### src/rtl/core/fdf_pkg.sv
package fdf_pkg;

   localparam int FRAME_WORDS_DEF        = 117;
   localparam int CHANNELS_PER_BLOCK_DEF = 128;
   localparam int ALIGN_SLACK_DEF        = 16;

   localparam int DATA_START   = 4;
   localparam int BLOCK_WORDS  = 56;
   localparam int DATA_END     = DATA_START + 2 * BLOCK_WORDS;
   localparam int SAMPLE_W     = 14;
   localparam int RES_SLOTS    = 3;

   localparam logic [15:0] FPE_RESET = 16'd2000;

   localparam logic [1:0] KIND_SAMPLE = 2'd0;
   localparam logic [1:0] KIND_HEADER = 2'd1;
   localparam logic [1:0] KIND_ERROR  = 2'd2;

   localparam logic CSR_START_TS       = 1'b0;
   localparam logic CSR_FRAMES_PER_EVT = 1'b1;

   typedef struct packed {
      logic [63:0] start_timestamp;
      logic [15:0] frames_per_event;
   } cfg_type;

   typedef struct packed {
      logic [6:0]  word_index;
      logic [12:0] bit_carry;
      logic [3:0]  carry_count;
      logic [8:0]  channel_count;
      logic [31:0] time_low;
      logic [2:0]  latched_slot;
      logic        latched_fiber;
      logic [15:0] frame_count;
      logic        started;
      logic        dropping;
   } state_type;

   typedef struct packed {
      logic [1:0]          kind;
      logic [7:0]          channel;
      logic [SAMPLE_W-1:0] sample_value;
      logic [2:0]          slot_id;
      logic                fiber_id;
      logic [63:0]         frame_time;
      logic                last;
   } rsp_item_type;

endpackage

### src/rtl/core/fdf_if.sv
interface fdf_req_if;
   logic        valid;
   logic        ready;
   logic [31:0] data_word;
   logic        frame_first;

   modport source(output valid, output data_word, output frame_first, input ready);
   modport sink(input valid, input data_word, input frame_first, output ready);
endinterface

interface fdf_rsp_if;
   logic        valid;
   logic        ready;
   logic [1:0]  kind;
   logic [7:0]  channel;
   logic [13:0] sample_value;
   logic [2:0]  slot_id;
   logic        fiber_id;
   logic [63:0] frame_time;
   logic        last;

   modport source(output valid, output kind, output channel, output sample_value,
                  output slot_id, output fiber_id, output frame_time, output last,
                  input ready);
   modport sink(input valid, input kind, input channel, input sample_value,
                input slot_id, input fiber_id, input frame_time, input last,
                output ready);
endinterface

interface fdf_csr_if;
   logic        valid;
   logic        ready;
   logic        index;
   logic [63:0] wdata;

   modport source(output valid, output index, output wdata, input ready);
   modport sink(input valid, input index, input wdata, output ready);
endinterface

### src/rtl/core/fdf_unpack.sv
module fdf_unpack #(
   parameter int FRAME_WORDS        = fdf_pkg::FRAME_WORDS_DEF,
   parameter int CHANNELS_PER_BLOCK = fdf_pkg::CHANNELS_PER_BLOCK_DEF,
   parameter int ALIGN_SLACK        = fdf_pkg::ALIGN_SLACK_DEF
) (
   input  fdf_pkg::state_type    st_cur,
   input  fdf_pkg::cfg_type      cfg,
   input  logic [31:0]           data_word,
   input  logic                  frame_first,
   output fdf_pkg::state_type    st_nxt,
   output fdf_pkg::rsp_item_type res [fdf_pkg::RES_SLOTS],
   output logic [1:0]            res_count
);
   import fdf_pkg::*;

   localparam logic [6:0]  LAST_WORD = 7'(FRAME_WORDS - 1);
   localparam logic [63:0] SLACK     = 64'(ALIGN_SLACK);
   localparam logic [7:0]  CPB       = 8'(CHANNELS_PER_BLOCK);
   localparam logic [6:0]  CPB_LAST  = 7'(CHANNELS_PER_BLOCK - 1);

   logic [6:0]   idx;
   logic         is_data;
   logic         blk_start;
   logic [12:0]  carry_b;
   logic [3:0]   cc_b;
   logic [8:0]   chan_b;
   logic [44:0]  acc;
   logic [5:0]   avail;
   logic [5:0]   avail_m;
   logic         three;
   logic [2:0]   cs;
   logic         cf;
   logic         mismatch;
   logic [63:0]  ts;
   logic         early;
   logic [16:0]  fc_inc;
   logic         fc_wrap;
   logic [2:0]   emit;
   logic [2:0]   trig;
   logic [8:0]   pos [RES_SLOTS];
   rsp_item_type cand [RES_SLOTS];
   rsp_item_type one_res;

   always_comb begin
      idx       = frame_first ? 7'd0 : st_cur.word_index;
      is_data   = (idx >= 7'(DATA_START)) && (idx < 7'(DATA_END));
      blk_start = (idx == 7'(DATA_START)) || (idx == 7'(DATA_START + BLOCK_WORDS));
      carry_b   = blk_start ? 13'd0 : st_cur.bit_carry;
      cc_b      = blk_start ? 4'd0 : st_cur.carry_count;
      chan_b    = (idx == 7'(DATA_START)) ? 9'd0 : st_cur.channel_count;
      acc       = {32'd0, carry_b} | ({13'd0, data_word} << cc_b);
      avail     = {2'd0, cc_b} + 6'd32;
      three     = avail >= 6'd42;
      avail_m   = avail - (three ? 6'd42 : 6'd28);

      cs       = data_word[14:12];
      cf       = data_word[15];
      mismatch = (cs != st_cur.latched_slot) || (cf != st_cur.latched_fiber);
      ts       = {data_word, st_cur.time_low};
      early    = !st_cur.started && (cfg.start_timestamp > SLACK)
                 && (ts < cfg.start_timestamp - SLACK);

      fc_inc  = {1'b0, st_cur.frame_count} + 17'd1;
      fc_wrap = fc_inc >= {1'b0, cfg.frames_per_event};

      for (int k = 0; k < RES_SLOTS; k++) begin
         pos[k]  = chan_b + 9'(k);
         emit[k] = ((k < 2) || three) && !pos[k][8]
                   && ({1'b0, pos[k][6:0]} < CPB);
         trig[k] = emit[k] && pos[k][7] && (pos[k][6:0] == CPB_LAST);
         cand[k].kind         = KIND_SAMPLE;
         cand[k].channel      = pos[k][7] ? CPB + {1'b0, pos[k][6:0]}
                                          : {1'b0, pos[k][6:0]};
         cand[k].sample_value = acc[SAMPLE_W*k +: SAMPLE_W];
         cand[k].slot_id      = st_cur.latched_slot;
         cand[k].fiber_id     = st_cur.latched_fiber;
         cand[k].frame_time   = 64'd0;
         cand[k].last         = trig[k] && fc_wrap;
      end

      one_res.kind         = KIND_HEADER;
      one_res.channel      = 8'd0;
      one_res.sample_value = '0;
      one_res.slot_id      = st_cur.latched_slot;
      one_res.fiber_id     = st_cur.latched_fiber;
      one_res.frame_time   = ts;
      one_res.last         = 1'b0;

      st_nxt            = st_cur;
      st_nxt.word_index = ({1'b0, idx} + 8'd1 >= {1'b0, LAST_WORD} + 8'd1) ? 7'd0
                                                                          : idx + 7'd1;
      res[0]    = cand[0];
      res[1]    = cand[1];
      res[2]    = cand[2];
      res_count = 2'd0;

      if (idx == 7'd0) begin
         st_nxt.dropping = 1'b0;
         if (st_cur.frame_count == 16'd0) begin
            st_nxt.latched_slot  = cs;
            st_nxt.latched_fiber = cf;
         end else if (mismatch) begin
            st_nxt.dropping      = 1'b1;
            one_res.kind         = KIND_ERROR;
            one_res.slot_id      = cs;
            one_res.fiber_id     = cf;
            one_res.frame_time   = 64'd0;
            res[0]               = one_res;
            res_count            = 2'd1;
         end
      end else if (st_cur.dropping) begin
         st_nxt.dropping = 1'b1;
      end else if (idx == 7'd2) begin
         st_nxt.time_low = data_word;
      end else if (idx == 7'd3) begin
         if (early) begin
            st_nxt.dropping = 1'b1;
         end else begin
            st_nxt.started = 1'b1;
            res[0]         = one_res;
            res_count      = 2'd1;
         end
      end else if (is_data) begin
         st_nxt.bit_carry     = three ? {10'd0, acc[44:42]} : acc[40:28];
         st_nxt.carry_count   = avail_m[3:0];
         st_nxt.channel_count = chan_b + (three ? 9'd3 : 9'd2);
         if (trig != 3'd0) begin
            st_nxt.frame_count = fc_wrap ? 16'd0 : fc_inc[15:0];
         end
         res[0]    = emit[0] ? cand[0] : (emit[1] ? cand[1] : cand[2]);
         res[1]    = (emit[0] && emit[1]) ? cand[1] : cand[2];
         res[2]    = cand[2];
         res_count = 2'({1'b0, emit[0]} + {1'b0, emit[1]} + {1'b0, emit[2]});
      end
   end

endmodule

### src/rtl/core/frame_deframer_14bit_unpack.sv
// frame deframer with 14-bit sample unpacking
// req_bus: one 32-bit stream word per beat; frame_first marks word 0 of a frame
// and resynchronizes the word counter, otherwise the counter wraps by itself.
// rsp_bus: one result per beat: a sample with its channel, a frame header at
// word 3 carrying the 64-bit timestamp, or a slot/fiber mismatch error.
// csr_bus: register writes (index 0 start timestamp, index 1 frames per event),
// always ready, to be used only while no word is in flight.
// an accepted word is unpacked into the result register once that is free; the
// input register takes a word every cycle while the result register is free.
// each word becomes up to three results in one pass, parked in a three-entry
// result register that drains one beat per cycle while rsp ready is high, so
// a data word holds the input until drained; header words pass one per cycle.
// reset clears the frame state, the pipeline and the registers to their
// defaults (start timestamp 0, 2000 frames per event).
// a stalled receiver holds the current result; the input register keeps its
// word and req ready drops until the result register frees up.
module frame_deframer_14bit_unpack #(
   parameter int FRAME_WORDS        = fdf_pkg::FRAME_WORDS_DEF,
   parameter int CHANNELS_PER_BLOCK = fdf_pkg::CHANNELS_PER_BLOCK_DEF,
   parameter int ALIGN_SLACK        = fdf_pkg::ALIGN_SLACK_DEF
) (
   input logic      clock,
   input logic      reset,
   fdf_req_if.sink  req_bus,
   fdf_rsp_if.source rsp_bus,
   fdf_csr_if.sink  csr_bus
);
   import fdf_pkg::*;

   cfg_type      cfg_ff;
   state_type    st_ff;
   state_type    st_in;
   logic         s1_valid_ff;
   logic [31:0]  s1_word_ff;
   logic         s1_first_ff;
   rsp_item_type grp_ff [RES_SLOTS];
   rsp_item_type grp_in [RES_SLOTS];
   logic [1:0]   grp_cnt_in;
   logic [1:0]   rem_ff;
   logic [1:0]   ptr_ff;
   logic         grp_free;
   logic         grp_load;
   logic         take;
   logic         req_acc;
   rsp_item_type cur;

   fdf_unpack #(
      .FRAME_WORDS        (FRAME_WORDS),
      .CHANNELS_PER_BLOCK (CHANNELS_PER_BLOCK),
      .ALIGN_SLACK        (ALIGN_SLACK)
   ) u_unpack (
      .st_cur      (st_ff),
      .cfg         (cfg_ff),
      .data_word   (s1_word_ff),
      .frame_first (s1_first_ff),
      .st_nxt      (st_in),
      .res         (grp_in),
      .res_count   (grp_cnt_in)
   );

   assign take     = (rem_ff != 2'd0) && rsp_bus.ready;
   assign grp_free = (rem_ff == 2'd0) || ((rem_ff == 2'd1) && rsp_bus.ready);
   assign grp_load = s1_valid_ff && grp_free;
   assign req_acc  = req_bus.valid && req_bus.ready;

   assign req_bus.ready = !s1_valid_ff || grp_free;
   assign csr_bus.ready = 1'b1;

   assign cur                  = grp_ff[ptr_ff];
   assign rsp_bus.valid        = rem_ff != 2'd0;
   assign rsp_bus.kind         = cur.kind;
   assign rsp_bus.channel      = cur.channel;
   assign rsp_bus.sample_value = cur.sample_value;
   assign rsp_bus.slot_id      = cur.slot_id;
   assign rsp_bus.fiber_id     = cur.fiber_id;
   assign rsp_bus.frame_time   = cur.frame_time;
   assign rsp_bus.last         = cur.last;

   // control
   always_ff @(posedge clock) begin
      if (reset) begin
         cfg_ff.start_timestamp  <= 64'd0;
         cfg_ff.frames_per_event <= FPE_RESET;
         st_ff                   <= '0;
         s1_valid_ff             <= 1'b0;
         rem_ff                  <= 2'd0;
         ptr_ff                  <= 2'd0;
      end else begin
         if (csr_bus.valid) begin
            unique case (csr_bus.index)
               CSR_START_TS:       cfg_ff.start_timestamp  <= csr_bus.wdata;
               CSR_FRAMES_PER_EVT: cfg_ff.frames_per_event <= csr_bus.wdata[15:0];
               default:            cfg_ff <= cfg_ff;
            endcase
         end
         if (req_acc) begin
            s1_valid_ff <= 1'b1;
         end else if (grp_load) begin
            s1_valid_ff <= 1'b0;
         end
         if (grp_load) begin
            st_ff  <= st_in;
            rem_ff <= grp_cnt_in;
            ptr_ff <= 2'd0;
         end else if (take) begin
            rem_ff <= rem_ff - 2'd1;
            ptr_ff <= ptr_ff + 2'd1;
         end
      end
   end

   // payload
   always_ff @(posedge clock) begin
      if (req_acc) begin
         s1_word_ff  <= req_bus.data_word;
         s1_first_ff <= req_bus.frame_first;
      end
      if (grp_load) begin
         grp_ff <= grp_in;
      end
   end

endmodule

### src/flat_wrapper.sv
// flat-port wrapper written by rule: the top's interface ports become plain ports
module frame_deframer_14bit_unpack_flat import fdf_pkg::*;
#(
   parameter int FRAME_WORDS        = fdf_pkg::FRAME_WORDS_DEF,
   parameter int CHANNELS_PER_BLOCK = fdf_pkg::CHANNELS_PER_BLOCK_DEF,
   parameter int ALIGN_SLACK        = fdf_pkg::ALIGN_SLACK_DEF
)
  (clock, reset, req_bus_valid, req_bus_data_word, req_bus_frame_first, req_bus_ready, rsp_bus_valid, rsp_bus_kind, rsp_bus_channel, rsp_bus_sample_value, rsp_bus_slot_id, rsp_bus_fiber_id, rsp_bus_frame_time, rsp_bus_last, rsp_bus_ready, csr_bus_valid, csr_bus_index, csr_bus_wdata, csr_bus_ready);
  fdf_req_if req_bus_i ();
  fdf_rsp_if rsp_bus_i ();
  fdf_csr_if csr_bus_i ();
  input logic clock;
  input logic reset;
  input wire logic [$bits(req_bus_i.valid)-1:0] req_bus_valid;
  input wire logic [$bits(req_bus_i.data_word)-1:0] req_bus_data_word;
  input wire logic [$bits(req_bus_i.frame_first)-1:0] req_bus_frame_first;
  output wire logic [$bits(req_bus_i.ready)-1:0] req_bus_ready;
  output wire logic [$bits(rsp_bus_i.valid)-1:0] rsp_bus_valid;
  output wire logic [$bits(rsp_bus_i.kind)-1:0] rsp_bus_kind;
  output wire logic [$bits(rsp_bus_i.channel)-1:0] rsp_bus_channel;
  output wire logic [$bits(rsp_bus_i.sample_value)-1:0] rsp_bus_sample_value;
  output wire logic [$bits(rsp_bus_i.slot_id)-1:0] rsp_bus_slot_id;
  output wire logic [$bits(rsp_bus_i.fiber_id)-1:0] rsp_bus_fiber_id;
  output wire logic [$bits(rsp_bus_i.frame_time)-1:0] rsp_bus_frame_time;
  output wire logic [$bits(rsp_bus_i.last)-1:0] rsp_bus_last;
  input wire logic [$bits(rsp_bus_i.ready)-1:0] rsp_bus_ready;
  input wire logic [$bits(csr_bus_i.valid)-1:0] csr_bus_valid;
  input wire logic [$bits(csr_bus_i.index)-1:0] csr_bus_index;
  input wire logic [$bits(csr_bus_i.wdata)-1:0] csr_bus_wdata;
  output wire logic [$bits(csr_bus_i.ready)-1:0] csr_bus_ready;
  assign req_bus_i.valid = req_bus_valid;
  assign req_bus_i.data_word = req_bus_data_word;
  assign req_bus_i.frame_first = req_bus_frame_first;
  assign req_bus_ready = req_bus_i.ready;
  assign rsp_bus_valid = rsp_bus_i.valid;
  assign rsp_bus_kind = rsp_bus_i.kind;
  assign rsp_bus_channel = rsp_bus_i.channel;
  assign rsp_bus_sample_value = rsp_bus_i.sample_value;
  assign rsp_bus_slot_id = rsp_bus_i.slot_id;
  assign rsp_bus_fiber_id = rsp_bus_i.fiber_id;
  assign rsp_bus_frame_time = rsp_bus_i.frame_time;
  assign rsp_bus_last = rsp_bus_i.last;
  assign rsp_bus_i.ready = rsp_bus_ready;
  assign csr_bus_i.valid = csr_bus_valid;
  assign csr_bus_i.index = csr_bus_index;
  assign csr_bus_i.wdata = csr_bus_wdata;
  assign csr_bus_ready = csr_bus_i.ready;
  frame_deframer_14bit_unpack #(.FRAME_WORDS(FRAME_WORDS), .CHANNELS_PER_BLOCK(CHANNELS_PER_BLOCK), .ALIGN_SLACK(ALIGN_SLACK)) u_core (.clock(clock), .reset(reset), .req_bus(req_bus_i), .rsp_bus(rsp_bus_i), .csr_bus(csr_bus_i));
endmodule
### config.mk
export PLATFORM = sky130hd
export DESIGN_NAME = frame_deframer_14bit_unpack_flat
export DESIGN_NICKNAME = d
export VERILOG_FILES = /design/src/rtl/core/fdf_pkg.sv /design/src/rtl/core/fdf_if.sv /design/src/rtl/core/fdf_unpack.sv /design/src/rtl/core/frame_deframer_14bit_unpack.sv /design/src/flat_wrapper.sv
export SDC_FILE = /design/constraint.sdc
export NUM_CORES = 1
export LEC_CHECK = 0
export BUFFER_PORTS_ARGS = -buffer_cell sky130_fd_sc_hd__buf_2
export CORE_UTILIZATION = 45
export DETAILED_ROUTE_END_ITERATION = 8
export GPL_TIMING_DRIVEN = 0
export HOLD_SLACK_MARGIN = 0.03
export PLACE_DENSITY_LB_ADDON = 0.12
export SLEW_MARGIN = 20
export SYNTH_ARGS = -nofsm -noshare
export SYNTH_HDL_FRONTEND = slang
export SYNTH_HIERARCHICAL = 1
export SYNTH_SLANG_ARGS = --single-unit
### constraint.sdc
create_clock -name clock -period 7.2 [get_ports clock]
set_input_delay 0.72 -clock clock [delete_from_list [all_inputs] [get_ports clock]]
set_output_delay 0.72 -clock clock [all_outputs]
set_load 0.01 [all_outputs]
Yosys cells after proc, flatten, opt, wreduce, memory -nomap -nowiden. Index checks and enable logic that the tools add are counted.

Bits in registers: 484. Bits in latches: 0. Bits in writable memories: 0. Memory bits (read-only): 0. Output and inout port bits: 96. Logic and storage cells: 173. Memories kept: 0.

Add/sub/neg operators: 16. Multiply operators: 0. Divide/modulo/power cells: 0. Order comparisons: 8. Eq/ne operators: 10. Shifts and indexed selects: 1. Mux-type cells: 47. Bitwise logic cells: 9. Reductions and logical operators: 44.

Operator list (count): $mux W279 (2); $mux W93 (5); $mux W277 (1); $mux W91 (3); $bmux W93 S2 (1); $mux W186 (1); $mux W184 (1); $mux W92 (2); $gt A64 B5 Y1 const B (1); $lt A64 B64 Y1 (1); $sub A64 B5 Y64 const B (1); $or A13 B45 Y45 (1); $shl A32 B4 Y45 (1); $mux W13 (2); $add A8 B7 Y8 const A (3); $mux W8 (3); $eq A7 B7 Y1 const B (3); $logic_and A1 B1 Y1 (18); $add A16 B1 Y17 const B (1); $ge A17 B16 Y1 (1); $logic_not A16 Y1 (1); $mux W16 (1); $eq A7 B2 Y1 const B (2); $mux W2 (7); other kinds (42) (72).

Depth between registers and ports, before layout. Gate-level depths: netlist (run 1).

Depth after elaboration: 17. Depth in mapped cells: 26.

Hierarchy. The synthesis (run 1) kept the hierarchy.

By module, submodules not included: frame_deframer_14bit_unpack (times used 1, cells each 1403, area an instance 17624.4 um^2, seq. area each 12812.3 um^2); fdf_unpack (times used 1, cells each 1574, area an instance 10127.2 um^2, seq. area each 0.0 um^2).

Worst setup path after synthesis (run 1). No wires, ideal clock.

Kind: input -> register. Start point: input port rsp_bus_ready. End point: register u_core/grp_ff[0] in the netlist's numbering (enable). Library setup time: 0.632 ns. Arrival time: 6.558 ns. Data required time: 6.568 ns. Slack: 0.010 ns. Stages: 5. Cells stage by stage: a21o_1 -> buf_4 -> buf_6 -> nand2_2 -> inv_1.

Cells in the longest elaborated chain, start to end: 3.

Ends and longest elaborated chain: from (decl) (line flat_wrapper.sv:26) `input wire logic [$bits(rsp_bus_i.ready)-1:0] rsp_bus_ready;`; $logic_and A1 B1 Y1 (line frame_deframer_14bit_unpack.sv:62) `assign grp_free = (rem_ff == 2'd0) || ((rem_ff == 2'd1) && rsp_bus.ready);`; $logic_or A1 B1 Y1 (line frame_deframer_14bit_unpack.sv:62); $logic_and A1 B1 Y1 (line frame_deframer_14bit_unpack.sv:63) `assign grp_load = s1_valid_ff && grp_free;`; net u_core.grp_load (line frame_deframer_14bit_unpack.sv:42) `logic grp_load;`; to (signal assigned) (line frame_deframer_14bit_unpack.sv:119) `grp_ff <= grp_in;`; to (decl) (line frame_deframer_14bit_unpack.sv:36) `rsp_item_type grp_ff [RES_SLOTS];`.

The timed path passes the listed nets, and every way through them passes these cells. A chain may end at the register's enable or synchronous reset.

==> run metrics, run 1 <==
delay-heaviest family, CP=simple AND/OR/NAND/NOR gates; Yosys top cell area share=33.8%; met2 WL=43,400 um; DRT Wirelength=slightly below 100,000 um; routability cong.=0.987; Root Buffer=clkbuf_16; num rows=90; Final #Nets=between 3,000 and 4,000; initial antenna violation count=6; final hold violation count=0; worst path buffer plus inverter count=2; Die Y=250 um; post-synth top area cell=edfxtp_1; first-pass GRT wire length=between 100,000 and 150,000 um; yosys warns=6; P&R area growth vs syn=15.9%; IO Pins=about 200; # fillers=5,658; CTS tree=built; Worst path slowest cell=nor4_1; share of power burned in the clock network=roughly two fifths; vias=23,900; Max VDD drop=0.204 mV; die span in x=roughly 250 um; wire length on met3=6560 um; final worst slack=0.361 ns; vias per cell=5.71; Cell Area, Synth=27,800 sq um; final instance area=~32,000 sq um; CTS max path bufs=3; Wirelength per Cell=23.0 um; Worst Setup Start Kind=flop; register share of total power=45.8%; CP required=7.66 ns; Combinational Power Share=14.7%; worst hold margin=0.294 ns; Pwr per Cell Area=221 nW/um^2; hpwl dp=approximately 74,000 um; status=completed; top-count cell post-synth=nand2_1; Slew Viols, Final=0; post-synth cell types=83; post-placement cell count=slightly above 4,000; clock-pin slew on the worst setup and hold paths=0.06 ns; Finished Layout Cells=4,191; pin count of the biggest net entering global routing=roughly 110; switching share of power=between 20% and 30%; min Tclk post-route=6.84 ns; Metal-1 WL=42,300 um; critical-path cell list=or3_1 -> nor4_1 -> and4_1 -> buf_2 -> nand2_1 -> nor4_1 -> xnor2_1 -> ha_1 -> nand4_1 -> nor4_2 -> nor3b_1 -> o21ai_0 -> a211oi_4 -> clkbuf_1 -> and2_1; prevailing post-synth register cell=edfxtp_1; max layer used=met5; leakage power=about 12 nW; Int Pwr=5.19 mW; Clk Latency, worst-skew pair=0.63 ns; CP endpoint kind=flop; top cells by area, synth=edfxtp_1, dfxtp_1, nand2_1; Final Skew=~0.036 ns; GRT Overall Usage=30.2%; RSZ-0062 raised after global routing=no; Die ar.=~63,000 sq um; net switching power=1.93 mW; Tot Pwr=7.12 mW; Seq/Total Area, Yosys=46.2%; synthesized instance count=2,977; Cell Area, Placed=about 30,000 sq um; H-Tree Depth=2; cts bufs inserted=53; DR pass1 iterations=5; Initial Util=45.7%; violation count after the first detailed-route iteration=2,371; async set-reset flop share out of synthesis=0%; #FFs+latches synth=a little under 500; core area=~60,000 sq um; Worst-Margin Slew=1.18 ns; MaxCap Viol Count=0; EDFF count, synth=roughly 310; Max Fclk=0.146 GHz; relative slew slack=21.5%; vias in the first global route=22,800; total gr overflow=0; commonest cells in the netlist=nand2_1, edfxtp_1, o21ai_0; Syn Area/Cell=9.32 sq um; Worst Hold Class=input port to flop; pre-CTS setup slack=-0.342 ns; layout cells sized above 1=16.5%; WP data arrival=7.30 ns; slowest stage delay, CP=~0.81 ns; final setup fails=0; part of the cycle the worst path needs=between 90% and 100%; DRC Markers=0; worst setup path class=flop to flop; CTS Sinks=slightly below 500; Port-buffer cells=196; hold buffers post-CTS=0; Post-CTS Setup Inserts=0; Final ANT Viol Nets=0; CP dominant cell by count=nor4_1; worst-path maximum fanout=10
-- sequential cells by signal (all words and copies together) (netlist names) --
name	flops
u_core/s1_word_ff	32
u_core/st_ff	87
u_core/s1_first_ff	1
u_core/ptr_ff	2
u_core/s1_valid_ff	1
u_core/grp_ff	279
u_core/cfg_ff	80
u_core/rem_ff	2
-- path summary, 6_finish.rpt --
kind / start / endpoint / slack [ns] / cells after the start
worst max-delay path: u_core/cfg_ff[42] / u_core/grp_ff[248] / 0.36 / 15
worst max register to register: u_core/cfg_ff[42] / u_core/grp_ff[248] / 0.36 / 15
worst min register to register: u_core/cfg_ff[12] / u_core/cfg_ff[12] / 0.46 / 2
worst min-delay path: req_bus_data_word[13] / u_core/s1_word_ff[13] / 0.29 / 1
-- power groups by stage --
stage	logic [mW]	clock network, mW	registers (mW)
floorplan	0.672	0	3.30
global placement	1.00	0	3.37
detailed placement	1.03	0	3.32
CTS	1.04	2.87	3.26
global route	1.14	2.98	3.28
finish	1.05	2.81	3.26
-- stage by stage --
step | setup TNS (ns) | util, %
after floorplan | 0 | -
after global placement | -677.88 | 49.8
after detailed placement | -3.51 | 49.9
after CTS | 0 | 52.9
after global routing | 0 | 53.0
final | 0 | 53.0
-- worst reg2reg max path: stages (launching register included) --
cell and delay, ns:
dfxtp_1 0.36, or3_1 0.45, nor4_1 0.81, and4_1 0.34
buf_2 0.18, nand2_1 0.15, nor4_1 0.36, xnor2_1 0.12
ha_1 0.32, nand4_1 0.20, nor4_2 0.60, nor3b_1 0.48
o21ai_0 0.49, a211oi_4 0.75, clkbuf_1 0.76, and2_1 0.31
-- cell type report --
type / instances / area [sq um] / share of cell area (%)
multi-input combinational: 2215 / 13300 / 41.2
tap: 782 / 978 / 3.04
sequential: 484 / 12800 / 39.8
antenna: 3 / 7.51 / 0.0233
clock buffer: 68 / 1430 / 4.46
clock inverter: 31 / 373 / 1.16
timing repair buffer: 200 / 1070 / 3.32
buffer: 337 / 1960 / 6.10
inverter: 71 / 274 / 0.852
-- logic make-up (layout without fill, tap and decap cells) --
kind of cell	Yosys count	in the layout	synth area share (%)
and+or+nand+nor	981	981	16.6
AOI/OAI and AO/OA	748	748	15.9
DFF	484	484	46.2
buffers and inverters	409	707	8.03
muxes	157	157	5.79
adders and majority gates	98	98	4.45
xor gates and xnor gates	98	98	3.09
other	2	136	0.0271
-- metal layers --
metal | track usage (%) | vias up
met2 | 47.6 | 957
met4 | 12.6 | 2
met3 | 4.12 | 212
met1 | 41.8 | 11500
li1 | - | 11300
met5 | 0 | -
-- timing repair --
action                                  in CTS  in global routing
gates resized for setup                      0                  7
pin swaps                                    0                  0
endpoints found under the setup margin      16                 26
-- placed cells by master (no fill, tap or decap), drive strengths merged, types with 24 or more instances in the layout --
cell,n
edfxtp,312
o21ai,290
ha,97
nor4,24
nand4,34
nor3,56
nand2,418
inv,72
and2,59
clkbuf,179
mux2,28
dfxtp,172
nand3,133
nor2,147
mux2i,129
buf,426
a21oi,260
xnor2,68
xor2,30
conb,133
Note: power is estimated with default switching activity, not from simulation.
==> inputs of run 2 (changes only) <==
--- a/config.mk
+++ b/config.mk
@@ -6,7 +6,7 @@
 export NUM_CORES = 1
 export LEC_CHECK = 0
 export BUFFER_PORTS_ARGS = -buffer_cell sky130_fd_sc_hd__buf_2
-export CORE_UTILIZATION = 45
+export CORE_UTILIZATION = 35
 export DETAILED_ROUTE_END_ITERATION = 8
 export GPL_TIMING_DRIVEN = 0
 export HOLD_SLACK_MARGIN = 0.03
==> run 2 against run 1 <==
  * Critical path depth rose by 9
  * Via count down 0.19%
  * Register-to-register slack about the same
  * Worst hold slack worse by 0.031 ns
  * Non-clock buffer count unchanged
  * Maximum frequency about the same
  * Sequential power is essentially flat
  * Final cell count is 6.4% higher
  * Combinational power about the same
  * Sequential share of layout area decreased by 0.50 points
  * Utilization decreased by 11 points
  * Die area rose by 28%
==> run metrics, run 2 (synthesis gave the netlist of run 1 again) <==
r2r endpoint=u_core/st_ff[17]; slowest stage delay, CP=0.76 ns; Die Y=284 um; leakage power=~12 nW; launching point of the worst reg2reg path=u_core/s1_first_ff; MaxCap Viol Count=0; vias in the first global route=~23,000; Final Skew=0.0286 ns; HP Start=req_bus_data_word[7]; worst path buffer plus inverter count=9; Max VDD drop=0.170 mV; max reg flops=279; clock-pin slew on the worst setup and hold paths=0.06 ns; part of the cycle the worst path needs=between 90 and 100%; worst-path maximum fanout=12; Root Buffer=clkbuf_16; Port-buffer cells=196; CTS Sinks=484; GRT Overall Usage=about 26%; final setup fails=0; pin count of the biggest net entering global routing=105; routability cong.=0.938; worst setup path class=flop to flop; Worst Setup Start Kind=flop; DR pass1 iterations=6; Finished Layout Cells=roughly 4,500; commonest non-fill, non-tap cell in the layout=nand2_1; CP required=7.75 ns; Metal-1 WL=47,000 um; RSZ-0062 raised after global routing=no; delay-heaviest family, CP=simple AND/OR/NAND/NOR gates; vias=23,900; Layout Utilization=41.8%; layout cells sized above 1=16.8%; Wirelength per Cell=23.7 um; setup slack, reg-to-reg=0.36 ns; # fillers=7,825; Final #Nets=3,566; Largest Register=u_core/grp_ff; CTS tree=built; critical-path cell list=buf_2 -> inv_1 -> nand2_1 -> ha_1 -> clkbuf_1 -> and3b_4 -> nand2_1 -> clkbuf_4 -> clkbuf_4 -> nand2_1 -> inv_2 -> ha_1 -> clkbuf_1 -> nand4_1 -> ha_1 -> clkbuf_1 -> or4b_2 -> nor4_4 -> o31ai_4 -> nor3_1 -> buf_2 -> a22o_1 -> nand3_1 -> a21oi_1; R2R cell count=24; vias per cell=5.36; DRT Wirelength=106,000 um; die span in x=~280 um; met2 WL=48,400 um; DRC Markers=0; first-pass GRT wire length=roughly 150,000 um; Pwr per Cell Area=222 nW/um^2; IO Pins=199; hpwl dp=between 80,000 and 90,000 um; status=completed; post-placement cell count=4,348; Max Fclk=around 0.15 GHz; Worst Hold Class=input port to flop; wire length on met3=6620 um; WHS Path Cells=1; Final ANT Viol Nets=0; max layer used=met5; P&R area growth vs syn=17.3%; worst hold margin=0.263 ns; Initial Util=~36%; final setup TNS=0 ns; num rows=102; CP endpoint kind=flop; Worst Hold End=u_core/s1_word_ff[7]; CTS max path bufs=3; core area=about 78,000 sq um; leading cell types in the layout, fill and taps excluded=nand2_1, edfxtp_1, o21ai_0; Worst-Margin Slew=1.21 ns; final hold violation count=0; total gr overflow=0; Tot Pwr=around 7.2 mW; cts bufs inserted=56; violation count after the first detailed-route iteration=1,862; relative slew slack=between 10% and 20%; Die ar.=80,400 sq um; min Tclk post-route=6.84 ns; biggest regs=u_core/grp_ff (279), u_core/st_ff (87), u_core/cfg_ff (80); H-Tree Depth=2; initial antenna violation count=4; Worst path slowest cell=or4b_2; Clk Latency, worst-skew pair=0.63 ns; Slew Viols, Final=0; WP data arrival=7.39 ns
## run 2: worst register-to-register path: stages, from the launching register on
cell and delay, ns:
edfxtp_1 0.44, buf_2 0.23, inv_1 0.20, nand2_1 0.14, ha_1 0.22, clkbuf_1 0.27
and3b_4 0.39, nand2_1 0.15, clkbuf_4 0.29, clkbuf_4 0.33, nand2_1 0.19, inv_2 0.22
ha_1 0.17, clkbuf_1 0.27, nand4_1 0.24, ha_1 0.34, clkbuf_1 0.23, or4b_2 0.76
nor4_4 0.40, o31ai_4 0.24, nor3_1 0.27, buf_2 0.29, a22o_1 0.24, nand3_1 0.09
a21oi_1 0.15
## run 2: what timing repair did
action / 4_1_cts / 5_1_grt
hold buffers: 0 / 0
resized for setup: 4 / 8
setup buffers: 0 / 0
setup endpoints to repair: 27 / 27
## run 2: how the worst max path moves through the flow
stage                       start                  to  slack (ns)  cells past startpoint
6_report       u_core/s1_first_ff    u_core/st_ff[17]        0.36                     24
5_1_grt        u_core/s1_first_ff    u_core/st_ff[17]        0.04                     24
4_1_cts         u_core/cfg_ff[25]  u_core/grp_ff[246]        0.09                     16
3_5_place_dp   u_core/s1_first_ff    u_core/st_ff[17]       -0.77                     25
3_3_place_gp        rsp_bus_ready  u_core/grp_ff[147]       -2.70                      6
2_1_floorplan       rsp_bus_ready    u_core/grp_ff[0]        0.01                      5
## run 2: power breakdown
part / internal [mW] / switching (mW) / total, mW
logic: 0.383 / 0.686 / 1.07
registers: 3.15 / 0.115 / 3.27
clock network: 1.71 / 1.19 / 2.90
total: 5.24 / 2.00 / 7.23
## run 2: metal layers
layer / global-route usage (%) / vias to the layer above
met5: 0 / -
met4: 8.64 / 2
met3: 3.82 / 179
met2: 41.3 / 831
met1: 35.0 / 11600
li1: - / 11300
## run 2: cell type report
type,count,area [sq um],area share (%)
Antenna cell,7,17.5,0.0538
Clock inverter,30,304,0.934
Clock buffer,76,1570,4.82
Timing Repair Buffer,200,1060,3.27
Inverter,71,274,0.841
Buffer,337,1960,6.03
Multi-Input combinational cell,2215,13300,40.7
Sequential cell,484,12800,39.3
Tap cell,1040,1300,4.00
## run 2: stage by stage
stage / worst slack, ns / area [sq um]
4_1_cts: 0.0922 / 32500
3_3_place_gp: -2.70 / 30500
5_1_grt: 0.0438 / 32600
3_5_place_dp: -0.767 / 30600
6_report: 0.356 / 32600
2_1_floorplan: 0.00988 / 28200
==> inputs of run 3 (changes only) <==
--- a/config.mk
+++ b/config.mk
@@ -6,7 +6,7 @@
 export NUM_CORES = 1
 export LEC_CHECK = 0
 export BUFFER_PORTS_ARGS = -buffer_cell sky130_fd_sc_hd__buf_2
-export CORE_UTILIZATION = 35
+export CORE_UTILIZATION = 56
 export DETAILED_ROUTE_END_ITERATION = 8
 export GPL_TIMING_DRIVEN = 0
 export HOLD_SLACK_MARGIN = 0.03
==> run 3 against run 2 <==
  * Via count up 2.5%
  * Critical path depth down 8
  * Utilization up 23 points
  * Sequential share of layout area up 0.86 points
  * Total power down 4.1%
  * Combinational power about the same
  * Register-to-register slack worse by 0.30 ns
==> run metrics, run 3 (synthesis gave the netlist of run 1 again) <==
hold buffers post-CTS=0; Largest Register=u_core/grp_ff; CTS Sinks=around 480; die span in x=225 um; Clk Latency, worst-skew pair=0.63 ns; layout cells sized above 1=16.5%; net switching power=1.91 mW; biggest regs=u_core/grp_ff (279), u_core/st_ff (87), u_core/cfg_ff (80); Slew Viols, Final=0; total gr overflow=0; status=completed; initial antenna violation count=5; relative slew slack=25.8%; commonest non-fill, non-tap cell in the layout=nand2_1; final instance area=31,900 sq um; RSZ-0062 raised after global routing=no; vias per cell=6.03; hpwl dp=71,400 um; Wirelength per Cell=23.2 um; worst-path maximum fanout=10; pin count of the biggest net entering global routing=104; Final ANT Viol Nets=0; core area=49,000 sq um; clock-pin slew on the worst setup and hold paths=0.06 ns; Worst Setup Start Kind=flop; leading cell types in the layout, fill and taps excluded=nand2_1, edfxtp_1, o21ai_0; Port-buffer cells=between 150 and 200; Die ar.=50,400 sq um; max reg flops=279; cts bufs inserted=50; GRT Overall Usage=between 30% and 40%; CTS tree=built; Worst Hold Class=input port to flop; post-placement cell count=3,971; Max VDD drop=roughly 0.23 mV; vias in the first global route=23,100; Combinational Power Share=15.1%; register share of total power=47.1%; Root Buffer=clkbuf_16; switching share of power=27.5%; # fillers=3,950; Int Pwr=5.03 mW; part of the cycle the worst path needs=99.3%; Layout Utilization=65.1%; Final #Nets=3,559; DRT Wirelength=94,200 um; DR pass1 iterations=6; Worst-Margin Slew=1.11 ns; CP endpoint kind=flop; CP required=7.55 ns; leakage power=11.9 nW; Pwr per Cell Area=218 nW/um^2; CTS max path bufs=3; vias=24,500; Die Y=225 um; worst setup path class=flop to flop; WP data arrival=7.49 ns; routability cong.=about 1.1; Cell Area, Placed=30,100 sq um; H-Tree Depth=2; num rows=81; Max Fclk=0.140 GHz; min Tclk post-route=7.15 ns; final hold violation count=0; first-pass GRT wire length=139,000 um; Initial Util=a little under three fifths; MaxCap Viol Count=0; DRC Markers=0; violation count after the first detailed-route iteration=2,739; P&R area growth vs syn=14.8%; share of power burned in the clock network=between 30% and 40%; Finished Layout Cells=4,066; Post-CTS Setup Inserts=0; final setup fails=0; IO Pins=199; Final Skew=0.0368 ns
## run 3: changes by cell type in the layout (fill, tap and decap cells not counted), moves of 2 or more
cell	change
clkinv_1	-5
bufinv_16	-2
clkinv_2	+3
diode_2	-4
inv_6	-3
clkbuf_4	-2
clkbuf_16	-4
clkbuf_8	-4
## run 3: what timing repair did
| item | CTS | global route |
|---|---|---|
| cloned | 0 | 0 |
| endpoints found under the setup margin | 16 | 19 |
| gates resized for setup | 0 | 6 |
| hold endpoints to repair | 0 | 0 |
## run 3: final cells by class
| class | instances | area [sq um] | area share, % |
|---|---|---|---|
| sequential | 484 | 12800 | 40.2 |
| antenna | 3 | 7.51 | 0.0236 |
| timing repair buffer | 199 | 1060 | 3.31 |
| tap | 664 | 831 | 2.61 |
| clock buffer | 66 | 1400 | 4.40 |
| multi-input combinational | 2215 | 13200 | 41.6 |
| inverter | 71 | 274 | 0.860 |
| buffer | 337 | 1960 | 6.16 |
| clock inverter | 27 | 279 | 0.875 |
## run 3: critical path, cell delays in order (launching register included)
cell and delay, ns:
dfxtp_1 0.36, or4_1 0.63, nor4_2 0.63, and4_1 0.32
buf_2 0.18, nand2_1 0.16, nor4_1 0.41, xnor2_1 0.12
ha_1 0.33, nand4_1 0.24, nor4_1 0.84, nor3b_1 0.50
o21ai_0 0.45, nand2_1 0.39, nand3_1 0.41, clkbuf_1 0.39
nor3_1 0.47
## run 3: power by group through the flow
stage	Clock [mW]	Sequential [mW]	Combinational (mW)
floorplan	0	3.30	0.672
global placement	0	3.37	0.978
detailed placement	0	3.32	1.02
CTS	2.66	3.26	1.03
global route	2.75	3.27	1.13
finish	2.62	3.26	1.05
## run 3: per-layer routing
layer  up-vias  track usage (%)  part of all wire [%]
met5         -                0                 0.024
met3       271             6.87                   8.9
met1     11700             49.7                    41
li1      11200                -                     -
met4         4             16.3                   4.7
met2      1245             57.4                    45
## run 3: stage by stage
step / hold slack (ns) / TNS [ns] / total power [mW] / setup slack (ns)
global placement: 0.448 / -567.58 / 4.34 / -2.09
CTS: 0.250 / 0 / 6.95 / 0.108
finish: 0.269 / 0 / 6.94 / 0.0527
floorplan: 0.436 / 0 / 3.97 / 0.00988
detailed placement: 0.452 / -4.17 / 4.34 / -0.358
global route: 0.258 / 0 / 7.15 / 0.0438
## run 3: path summary, 6_finish.rpt
check / from / to / slack (ns) / depth (start not counted)
max: u_core/cfg_ff[30] / u_core/grp_ff[229] / 0.05 / 16
min: req_bus_data_word[4] / u_core/s1_word_ff[4] / 0.27 / 1
max reg2reg: u_core/cfg_ff[30] / u_core/grp_ff[229] / 0.05 / 16
min reg2reg: u_core/cfg_ff[15] / u_core/cfg_ff[15] / 0.46 / 2
